`src/assert_macros.svh`:
```
// Assertion helpers shared by the RTL files.
// Both macros sample on clk_i and are switched off while rst_ni is low.
`ifndef ASSERT_MACROS_SVH
`define ASSERT_MACROS_SVH

// Check that a property holds on every clock edge out of reset.
`define BPC_ASSERT(lbl, prop) \
  lbl: assert property (@(posedge clk_i) disable iff (!rst_ni) (prop)) \
    else $error("bpc assertion failed");

// Check that a condition is never true on a clock edge out of reset.
`define BPC_ASSERT_NEVER(lbl, cond) \
  lbl: assert property (@(posedge clk_i) disable iff (!rst_ni) !(cond)) \
    else $error("bpc forbidden condition seen");

`endif

```
`src/bpc_pkg.sv`:
```
// ----------------------------------------------------------------------------
// bpc_pkg
// Types and constants shared by the button press classifier files.
// ----------------------------------------------------------------------------
`default_nettype none

package bpc_pkg;

  localparam int NUM_LANES = 3;
  localparam int CFG_W     = 16;
  localparam int ADDR_W    = 4;
  localparam int DATA_W    = 32;

  // lane order inside the result vector
  localparam int LANE_UP    = 0;
  localparam int LANE_DOWN  = 1;
  localparam int LANE_ENTER = 2;

  // register indexes (byte address / 4)
  localparam logic [1:0] REG_LONG  = 2'd0;
  localparam logic [1:0] REG_DELAY = 2'd1;
  localparam logic [1:0] REG_RATE  = 2'd2;

  localparam logic [CFG_W-1:0] LONG_RESET  = 16'd800;
  localparam logic [CFG_W-1:0] DELAY_RESET = 16'd400;
  localparam logic [CFG_W-1:0] RATE_RESET  = 16'd150;

  typedef struct packed {
    logic [CFG_W-1:0] long_ticks;
    logic [CFG_W-1:0] delay_ticks;
    logic [CFG_W-1:0] rate_ticks;
  } bpc_cfg_t;

  typedef struct packed {
    logic press;
    logic short_rel;
    logic long_hold;
    logic repeat_ev;
  } bpc_evt_t;

  typedef bpc_evt_t [NUM_LANES-1:0] bpc_result_t;

endpackage

`default_nettype wire

```
`src/bpc_in_if.sv`:
```
// ----------------------------------------------------------------------------
// bpc_in_if
// Input channel: one tick carrying the raw active-low button levels.
// ----------------------------------------------------------------------------
`default_nettype none

interface bpc_in_if;
  logic valid;
  logic ready;
  logic up_level;
  logic down_level;
  logic enter_level;

  modport source (output valid, output up_level, output down_level,
                  output enter_level, input ready);
  modport sink (input valid, input up_level, input down_level,
                input enter_level, output ready);
endinterface

`default_nettype wire

```
`src/bpc_out_if.sv`:
```
// ----------------------------------------------------------------------------
// bpc_out_if
// Output channel: per-button press, short, long and repeat events of one tick.
// ----------------------------------------------------------------------------
`default_nettype none

interface bpc_out_if;
  logic valid;
  logic ready;
  logic up_press;
  logic up_short;
  logic up_long;
  logic up_repeat;
  logic down_press;
  logic down_short;
  logic down_long;
  logic down_repeat;
  logic enter_press;
  logic enter_short;
  logic enter_long;
  logic enter_repeat;

  modport source (output valid, input ready,
                  output up_press, output up_short, output up_long, output up_repeat,
                  output down_press, output down_short, output down_long,
                  output down_repeat, output enter_press, output enter_short,
                  output enter_long, output enter_repeat);
  modport sink (input valid, output ready,
                input up_press, input up_short, input up_long, input up_repeat,
                input down_press, input down_short, input down_long,
                input down_repeat, input enter_press, input enter_short,
                input enter_long, input enter_repeat);
endinterface

`default_nettype wire

```
`src/button_press_classifier_top.sv`:
```
// A tick's events reach out_o via the output register, or the skid stage on a stall.
// One tick per cycle unless the skid is full; the three lane timers update together.
// A two-entry output buffer lets one more input transfer in once the output stalls.
// Reset (rst_ni low, asynchronous) clears all lane state and the output buffer and
// loads the thresholds with 800, 400 and 150 ticks.
// ----------------------------------------------------------------------------
// button_press_classifier_top
// Three-button press classifier with APB-style threshold registers.
// ----------------------------------------------------------------------------
`default_nettype none

module button_press_classifier_top
  import bpc_pkg::*;
#(
  parameter int TIMER_BITS = 16
) (
  input  wire logic              clk_i,
  input  wire logic              rst_ni,
  bpc_in_if.sink                 in_i,
  bpc_out_if.source              out_o,
  input  wire logic              psel,
  input  wire logic              penable,
  input  wire logic              pwrite,
  input  wire logic [ADDR_W-1:0] paddr,
  input  wire logic [DATA_W-1:0] pwdata,
  output logic      [DATA_W-1:0] prdata,
  output logic                   pready
);

  bpc_cfg_t   cfg_q;
  logic       cfg_we;
  logic [1:0] reg_idx;
  logic       in_ready, in_fire;
  logic [NUM_LANES-1:0] levels;
  bpc_evt_t   lane_evt [NUM_LANES];

  assign pready  = 1'b1;
  assign reg_idx = paddr[3:2];
  assign cfg_we  = psel & penable & pwrite & pready;

  always_ff @(posedge clk_i or negedge rst_ni) begin
    if (!rst_ni) begin
      cfg_q.long_ticks  <= LONG_RESET;
      cfg_q.delay_ticks <= DELAY_RESET;
      cfg_q.rate_ticks  <= RATE_RESET;
    end else if (cfg_we) begin
      case (reg_idx)
        REG_LONG:  cfg_q.long_ticks  <= pwdata[CFG_W-1:0];
        REG_DELAY: cfg_q.delay_ticks <= pwdata[CFG_W-1:0];
        REG_RATE:  cfg_q.rate_ticks  <= pwdata[CFG_W-1:0];
        default: ;
      endcase
    end
  end

  always_comb begin
    case (reg_idx)
      REG_LONG:  prdata = DATA_W'(cfg_q.long_ticks);
      REG_DELAY: prdata = DATA_W'(cfg_q.delay_ticks);
      REG_RATE:  prdata = DATA_W'(cfg_q.rate_ticks);
      default:   prdata = '0;
    endcase
  end

  assign in_i.ready = in_ready;
  assign in_fire    = in_i.valid & in_ready;

  assign levels[LANE_UP]    = in_i.up_level;
  assign levels[LANE_DOWN]  = in_i.down_level;
  assign levels[LANE_ENTER] = in_i.enter_level;

  for (genvar k = 0; k < NUM_LANES; k++) begin : g_lane
    bpc_lane #(
      .TIMER_BITS(TIMER_BITS)
    ) u_lane (
      .clk_i  (clk_i),
      .rst_ni (rst_ni),
      .en_i   (in_fire),
      .level_i(levels[k]),
      .cfg_i  (cfg_q),
      .evt_o  (lane_evt[k])
    );
  end

  bpc_merge u_merge (
    .clk_i     (clk_i),
    .rst_ni    (rst_ni),
    .in_valid_i(in_i.valid),
    .in_ready_o(in_ready),
    .evt_i     (lane_evt),
    .out_o     (out_o)
  );

endmodule

`default_nettype wire

```
`src/bpc_lane.sv`:
```
// ----------------------------------------------------------------------------
// bpc_lane
// Per-button classifier: hold timer, long-press flag and auto-repeat schedule.
// ----------------------------------------------------------------------------
`default_nettype none

`include "assert_macros.svh"

module bpc_lane
  import bpc_pkg::*;
#(
  parameter int TIMER_BITS = 16
) (
  input  wire logic     clk_i,
  input  wire logic     rst_ni,
  input  wire logic     en_i,
  input  wire logic     level_i,
  input  wire bpc_cfg_t cfg_i,
  output bpc_evt_t      evt_o
);

  localparam int XW = ((TIMER_BITS > CFG_W) ? TIMER_BITS : CFG_W) + 1;
  localparam logic [XW-1:0] TMAX_X = XW'((65'd1 << TIMER_BITS) - 65'd1);

  logic                  held_q, held_d;
  logic                  ld_q, ld_d;
  logic [TIMER_BITS-1:0] hold_q, hold_d;
  logic [TIMER_BITS-1:0] nra_q, nra_d;
  logic [TIMER_BITS-1:0] lim_long, lim_delay;
  logic [XW-1:0]         long_x, delay_x, sum_x;
  logic                  pressed;

  assign pressed = ~level_i;
  assign long_x  = XW'(cfg_i.long_ticks);
  assign delay_x = XW'(cfg_i.delay_ticks);

  // thresholds above the counter range act as the counter maximum
  assign lim_long  = (long_x > TMAX_X) ? '1 : long_x[TIMER_BITS-1:0];
  assign lim_delay = (delay_x > TMAX_X) ? '1 : delay_x[TIMER_BITS-1:0];

  always_comb begin
    held_d = held_q;
    ld_d   = ld_q;
    hold_d = hold_q;
    nra_d  = nra_q;
    evt_o  = '0;
    sum_x  = '0;
    if (pressed && !held_q) begin
      held_d      = 1'b1;
      hold_d      = '0;
      ld_d        = 1'b0;
      nra_d       = lim_delay;
      evt_o.press = 1'b1;
    end else if (!pressed && held_q) begin
      held_d          = 1'b0;
      evt_o.short_rel = ~ld_q;
      ld_d            = 1'b0;
    end else if (pressed && held_q) begin
      if (hold_q != '1) begin
        hold_d = hold_q + TIMER_BITS'(1);
      end
      if (!ld_q && (hold_d >= lim_long)) begin
        ld_d            = 1'b1;
        evt_o.long_hold = 1'b1;
      end
    end
    sum_x = XW'(hold_d) + XW'(cfg_i.rate_ticks);
    if (held_d && !ld_d && (hold_d >= lim_delay) && (hold_d >= nra_d)) begin
      nra_d           = (sum_x > TMAX_X) ? '1 : sum_x[TIMER_BITS-1:0];
      evt_o.repeat_ev = 1'b1;
    end
  end

  always_ff @(posedge clk_i or negedge rst_ni) begin
    if (!rst_ni) begin
      held_q <= 1'b0;
      ld_q   <= 1'b0;
      hold_q <= '0;
      nra_q  <= '0;
    end else if (en_i) begin
      held_q <= held_d;
      ld_q   <= ld_d;
      hold_q <= hold_d;
      nra_q  <= nra_d;
    end
  end

  `BPC_ASSERT_NEVER(a_press_alone, en_i && evt_o.press && (evt_o.long_hold || evt_o.short_rel))
  `BPC_ASSERT(a_long_sticks, en_i && evt_o.long_hold |=> ld_q && held_q)
  `BPC_ASSERT(a_long_needs_hold, ld_q |-> held_q)

endmodule

`default_nettype wire

```
`src/bpc_merge.sv`:
```
// ----------------------------------------------------------------------------
// bpc_merge
// Collects the lane events into one result and buffers it in an output
// register with a skid stage behind it.
// ----------------------------------------------------------------------------
`default_nettype none

`include "assert_macros.svh"

module bpc_merge
  import bpc_pkg::*;
(
  input  wire logic     clk_i,
  input  wire logic     rst_ni,
  input  wire logic     in_valid_i,
  output logic          in_ready_o,
  input  wire bpc_evt_t evt_i [NUM_LANES],
  bpc_out_if.source     out_o
);

  bpc_result_t res_new;
  bpc_result_t out_q, skid_q;
  logic        out_valid_q, skid_valid_q;
  logic        in_fire, out_free;

  always_comb begin
    for (int k = 0; k < NUM_LANES; k++) begin
      res_new[k] = evt_i[k];
    end
  end

  assign in_ready_o = ~skid_valid_q;
  assign in_fire    = in_valid_i & in_ready_o;
  assign out_free   = ~out_valid_q | out_o.ready;

  always_ff @(posedge clk_i or negedge rst_ni) begin
    if (!rst_ni) begin
      out_valid_q  <= 1'b0;
      skid_valid_q <= 1'b0;
    end else if (out_free) begin
      if (skid_valid_q) begin
        // drain the skid stage first, keeps order
        out_valid_q  <= 1'b1;
        skid_valid_q <= 1'b0;
      end else begin
        out_valid_q <= in_fire;
      end
    end else if (in_fire) begin
      skid_valid_q <= 1'b1;
    end
  end

  always_ff @(posedge clk_i) begin
    if (out_free) begin
      out_q <= skid_valid_q ? skid_q : res_new;
    end else if (in_fire) begin
      skid_q <= res_new;
    end
  end

  assign out_o.valid        = out_valid_q;
  assign out_o.up_press     = out_q[LANE_UP].press;
  assign out_o.up_short     = out_q[LANE_UP].short_rel;
  assign out_o.up_long      = out_q[LANE_UP].long_hold;
  assign out_o.up_repeat    = out_q[LANE_UP].repeat_ev;
  assign out_o.down_press   = out_q[LANE_DOWN].press;
  assign out_o.down_short   = out_q[LANE_DOWN].short_rel;
  assign out_o.down_long    = out_q[LANE_DOWN].long_hold;
  assign out_o.down_repeat  = out_q[LANE_DOWN].repeat_ev;
  assign out_o.enter_press  = out_q[LANE_ENTER].press;
  assign out_o.enter_short  = out_q[LANE_ENTER].short_rel;
  assign out_o.enter_long   = out_q[LANE_ENTER].long_hold;
  assign out_o.enter_repeat = out_q[LANE_ENTER].repeat_ev;

  `BPC_ASSERT(a_skid_behind_out, skid_valid_q |-> out_valid_q)
  `BPC_ASSERT(a_stall_fills_skid, in_fire && out_valid_q && !out_o.ready |=> skid_valid_q)

endmodule

`default_nettype wire
```
`src/flat_wrapper.sv`:
```
// flat-port wrapper written by rule: the top's interface ports become plain ports
module button_press_classifier_top_flat import bpc_pkg::*;
#(
  parameter int TIMER_BITS = 16
)
  (clk_i, rst_ni, psel, penable, pwrite, paddr, pwdata, prdata, pready, in_i_valid, in_i_up_level, in_i_down_level, in_i_enter_level, in_i_ready, out_o_valid, out_o_ready, out_o_up_press, out_o_up_short, out_o_up_long, out_o_up_repeat, out_o_down_press, out_o_down_short, out_o_down_long, out_o_down_repeat, out_o_enter_press, out_o_enter_short, out_o_enter_long, out_o_enter_repeat);
  bpc_in_if in_i_i ();
  bpc_out_if out_o_i ();
  input  wire logic clk_i;
  input  wire logic rst_ni;
  input  wire logic psel;
  input  wire logic penable;
  input  wire logic pwrite;
  input  wire logic [ADDR_W-1:0] paddr;
  input  wire logic [DATA_W-1:0] pwdata;
  output logic      [DATA_W-1:0] prdata;
  output logic pready;
  input wire logic [$bits(in_i_i.valid)-1:0] in_i_valid;
  input wire logic [$bits(in_i_i.up_level)-1:0] in_i_up_level;
  input wire logic [$bits(in_i_i.down_level)-1:0] in_i_down_level;
  input wire logic [$bits(in_i_i.enter_level)-1:0] in_i_enter_level;
  output wire logic [$bits(in_i_i.ready)-1:0] in_i_ready;
  output wire logic [$bits(out_o_i.valid)-1:0] out_o_valid;
  input wire logic [$bits(out_o_i.ready)-1:0] out_o_ready;
  output wire logic [$bits(out_o_i.up_press)-1:0] out_o_up_press;
  output wire logic [$bits(out_o_i.up_short)-1:0] out_o_up_short;
  output wire logic [$bits(out_o_i.up_long)-1:0] out_o_up_long;
  output wire logic [$bits(out_o_i.up_repeat)-1:0] out_o_up_repeat;
  output wire logic [$bits(out_o_i.down_press)-1:0] out_o_down_press;
  output wire logic [$bits(out_o_i.down_short)-1:0] out_o_down_short;
  output wire logic [$bits(out_o_i.down_long)-1:0] out_o_down_long;
  output wire logic [$bits(out_o_i.down_repeat)-1:0] out_o_down_repeat;
  output wire logic [$bits(out_o_i.enter_press)-1:0] out_o_enter_press;
  output wire logic [$bits(out_o_i.enter_short)-1:0] out_o_enter_short;
  output wire logic [$bits(out_o_i.enter_long)-1:0] out_o_enter_long;
  output wire logic [$bits(out_o_i.enter_repeat)-1:0] out_o_enter_repeat;
  assign in_i_i.valid = in_i_valid;
  assign in_i_i.up_level = in_i_up_level;
  assign in_i_i.down_level = in_i_down_level;
  assign in_i_i.enter_level = in_i_enter_level;
  assign in_i_ready = in_i_i.ready;
  assign out_o_valid = out_o_i.valid;
  assign out_o_i.ready = out_o_ready;
  assign out_o_up_press = out_o_i.up_press;
  assign out_o_up_short = out_o_i.up_short;
  assign out_o_up_long = out_o_i.up_long;
  assign out_o_up_repeat = out_o_i.up_repeat;
  assign out_o_down_press = out_o_i.down_press;
  assign out_o_down_short = out_o_i.down_short;
  assign out_o_down_long = out_o_i.down_long;
  assign out_o_down_repeat = out_o_i.down_repeat;
  assign out_o_enter_press = out_o_i.enter_press;
  assign out_o_enter_short = out_o_i.enter_short;
  assign out_o_enter_long = out_o_i.enter_long;
  assign out_o_enter_repeat = out_o_i.enter_repeat;
  button_press_classifier_top #(.TIMER_BITS(TIMER_BITS)) u_core (.clk_i(clk_i), .rst_ni(rst_ni), .in_i(in_i_i), .out_o(out_o_i), .psel(psel), .penable(penable), .pwrite(pwrite), .paddr(paddr), .pwdata(pwdata), .prdata(prdata), .pready(pready));
endmodule
```
`config.mk`:
```
export PLATFORM = sky130hd
export DESIGN_NAME = button_press_classifier_top_flat
export DESIGN_NICKNAME = d
export VERILOG_FILES = /design/src/bpc_pkg.sv /design/src/bpc_in_if.sv /design/src/bpc_out_if.sv /design/src/button_press_classifier_top.sv /design/src/bpc_lane.sv /design/src/bpc_merge.sv /design/src/flat_wrapper.sv
export VERILOG_INCLUDE_DIRS = /design/src /design/src/src
export SDC_FILE = /design/constraint.sdc
export NUM_CORES = 1
export LEC_CHECK = 0
export ABC_AREA = 1
export BUFFER_PORTS_ARGS = -buffer_cell sky130_fd_sc_hd__buf_2
export CAP_MARGIN = 15
export CORE_MARGIN = 4
export CORE_UTILIZATION = 31
export CTS_CLUSTER_SIZE = 10
export DETAILED_ROUTE_END_ITERATION = 8
export PLACE_DENSITY_LB_ADDON = 0.2
export SYNTH_ARGS = -nofsm -noshare
export SYNTH_HDL_FRONTEND = slang
export SYNTH_SLANG_ARGS = --single-unit
```
`constraint.sdc`:
```
create_clock -name clk_i -period 9.95 [get_ports clk_i]
set_input_delay 1.99 -clock clk_i [delete_from_list [all_inputs] [get_ports clk_i]]
set_output_delay 1.99 -clock clk_i [all_outputs]
set_load 0.01 [all_outputs]
```
==> metrics <==
Cell Area, Synth=between 0.015 and 0.02 sq mm; Initial DRC Count=approximately 1100; Final setup violation count=0; grt total ovfl=0; Avg Cell Area, Syn=6.748 sq um; initial core utilization=31.56%; Cell Area, Placed=0.01715 sq mm; highest clock rate=approximately 170 MHz; Startpoint Class=input pin; status=completed; total I/O pin count=just over 90; Rel. slew slack=between 20% and 30%; capturing element type of the critical path=primary output; Clk pwr share=25.6%; nets=~2600; Post-Synth Adder-Cell Area=12.10%; Final Util=between 30% and 40%; Yosys top cell area share=a little over a fifth; number of buffers created by CTS=17; Least-Margin Pin Slew=between 1 and 1.5 ns; Final TNS setup=0 ns; Avg WL per Cell=between 15 and 20 um; leading area contributor after synthesis=dfrtp_1; count of cell types in the netlist=60; count of input and output buffers=57; CTS tree=yes; post-synthesis sequential area ratio=27.79%; sw frac=43.75%; pwr/cell area=156.1 mW/mm^2; Clock Tree Buf Depth=2; sequential share of power=roughly 36%; CP Max Fanout=12; HP Class=register to register; RSZ-0062 raised after global routing=no; H-tree Lvls=4; min cycle time layout=roughly 5.7 ns; post-route antenna net violation count=0; synth warn=0; standard-cell rows=between 80 and 90; Worst EP arrival=about 3.8 ns; CTS sink count=approximately 180; synthesized instance count=roughly 2400; placed wire-length estimate=44.26 mm; Core Area=between 0.05 and 0.06 sq mm; leakage power=between 0.009 and 0.01 uW; final wirelength=roughly 60 mm; synthesized flop and latch total=176; DRC viols=0; Die Height=~240 um; Clock Latency Late Sink=0.47 ns; Crit Path Class=input pin to primary output; DIE AREA=~0.056 sq mm; ANT cells=0; routed vias=roughly 16000; most frequent cell after synthesis=nand2_1; Reg2Reg Setup Slack=around 5.1 ns; period utilization=57.79%; Int Pwr=between 1500 and 2000 uW; largest family of logic cells by synthesized area=simple AND/OR/NAND/NOR gates; maximum VDD drop=138.5 uV; Design Area, Final=between 0.015 and 0.02 sq mm; required time of the critical path=7.96 ns; vias in the first global route=15336; CTS resizes=0; Switch Pwr=approximately 1200 uW; via count normalized by instance count=5.156; Final Hold Viols=0; top post-synthesis cells by area=dfrtp_1, nand2_1, ha_1, inv_1, nand3_1; Logic pwr share=38.3%; # hold bufs at CTS=0; Slew Limit Fails=0; Worst Skew=0.01056 ns; placed insts=about 3100; Syn-to-layout area delta=8.830%; Async S/R FF share, synth=~86%; initial antenna violation count=0; clk root buf=clkbuf_16; Layout Cells excl Fill=between 3000 and 4000; layout cells sized above 1=roughly a tenth; total power draw=about 2800 uW; top post-synthesis cells by count=nand2_1, inv_1, nand3_1, o21ai_0, nor2_1; number of synthesized flops with an enable pin=24; Horiz. Die Dim=237.5 um; post-synthesis simple-gate area fraction=between 30 and 40%; largest net degree at the start of global routing=~90; Final GP Congestion=roughly 0.93; Post-Synth XOR/XNOR Area=about 2.6%; Most used DFF post-synth=dfrtp_1; first-pass GRT wire length=90.94 mm; gr usage total=between 20% and 30%; Synth Area in Compound Gates=between 10% and 20%; mux contribution to synthesized area=0%; max-cap violations=0; Pre-antenna DRT Iters=7; Clk pin slew, worst setup/hold paths=roughly 0.08 ns; setup repair bufs after CTS=0
worst max-delay path, cell delays in order:
cell and delay [ns]:
buf_2 0.08, inv_1 0.05, nor2_1 0.78, inv_1 0.28, o221ai_1 0.36, buf_2 0.20
state kept, by name, indices dropped and copies added, names as in the netlist:
| signal | count |
|---|---|
| u_core.g_lane.u_lane.held_q | 3 |
| u_core.u_merge.out_o.down_press | 1 |
| u_core.u_merge.out_o.enter_long | 1 |
| u_core.u_merge.out_o.up_press | 1 |
| u_core.u_merge.out_o.valid | 1 |
| u_core.u_merge.out_o.down_repeat | 1 |
| u_core.cfg_q | 48 |
| u_core.u_merge.out_o.down_long | 1 |
| u_core.u_merge.out_o.enter_repeat | 1 |
| u_core.u_merge.skid_valid_q | 1 |
| u_core.u_merge.skid_q | 12 |
| u_core.u_merge.out_o.enter_press | 1 |
| u_core.u_merge.out_o.up_long | 1 |
| u_core.u_merge.out_o.enter_short | 1 |
| u_core.u_merge.out_o.up_short | 1 |
| u_core.g_lane.u_lane.hold_q | 48 |
| u_core.g_lane.u_lane.nra_q | 48 |
| u_core.g_lane.u_lane.ld_q | 3 |
| u_core.u_merge.out_o.up_repeat | 1 |
| u_core.u_merge.out_o.down_short | 1 |
layer usage:
| layer | GRT usage (%) | vias to the layer above | wire [um] | part of all wire, % |
|---|---|---|---|---|
| met1 | 28.66 | 7633 | 27540 | 46 |
| met2 | 32.94 | 466 | 26020 | 43 |
| li1 | - | 7951 | - | - |
| met4 | 10.01 | 0 | 3148 | 5.2 |
| met3 | 3.446 | 113 | 3391 | 5.6 |
| met5 | 0 | - | 0 | 0 |
through the flow:
stage | setup WS [ns] | hold WS (ns)
after floorplan | 5.023 | 0.4437
after global placement | 4.276 | 0.4562
after detailed placement | 4.165 | 0.4603
after CTS | 4.246 | 0.4795
after global routing | 4.060 | 0.4904
final | 4.200 | 0.4773
kinds of logic (layout without fill, tap and decap cells):
family                   Yosys count  in the layout
other                              2             17
XOR/XNOR                          47             47
adder cells (fa/ha/maj)          156            156
AO/OA/AOI/OAI                    366            366
flip-flops                       176            176
buffers and inverters            360            381
AND/OR/NAND/NOR                 1312           1312
power by group through the flow:
stage / Sequential (uW) / Combinational [uW] / Clock (uW)
global route: 1010 / 1200 / 754
detailed placement: 1010 / 1050 / 0
global placement: 1010 / 1030 / 0
CTS: 995 / 1060 / 727
finish: 1000 / 1060 / 710
floorplan: 932 / 730 / 0
cells in the final DEF, fill, tap and decap left out, drive strengths merged:
cell type  count
dfstp         10
o21ai        185
o211ai        12
clkbuf        20
nand2        831
nor3          19
o221ai         8
conb          17
dfrtp        142
a31oi          3
o31ai          2
buf           69
a21boi         2
xor2          39
xnor2          8
a21o           8
clkinvlp       1
nand3        209
a31o           5
inv          284
o21a           3
fa             3
ha           153
clkinv         7
a211oi         5
nor2         193
and3           1
o21bai        12
nor4           1
nand4         42
edfxtp        24
a21oi         79
nand3b         7
and2           5
or2            3
nand2b         1
o22ai         42
worst paths after layout:
kind                       cells after the start                           endpoint                               from
setup / recovery                               6                         prdata[13]                           paddr[3]
hold / removal                                 2   u_core.g_lane[1].u_lane.nra_q[7]   u_core.g_lane[1].u_lane.nra_q[7]
setup reg to reg                              23  u_core.g_lane[0].u_lane.nra_q[11]  u_core.g_lane[0].u_lane.hold_q[0]
hold reg to reg                                2   u_core.g_lane[1].u_lane.nra_q[7]   u_core.g_lane[1].u_lane.nra_q[7]
max in group asynchronous                      2  u_core.g_lane[1].u_lane.nra_q[11]                             rst_ni
min in group asynchronous                      1  u_core.g_lane[0].u_lane.hold_q[3]                             rst_ni
cell type report:
class                   instances  area [sq um]
clock buffers                  20         489.2
clock inverters                12         110.1
fillers                      5715         33950
inverters                     280          1054
multi-input cells            1898         10340
flip-flops and latches        176          4537
well taps                     680         850.8
repair buffers                 69         385.4
No activity file was read; power rests on OpenSTA's default activity.
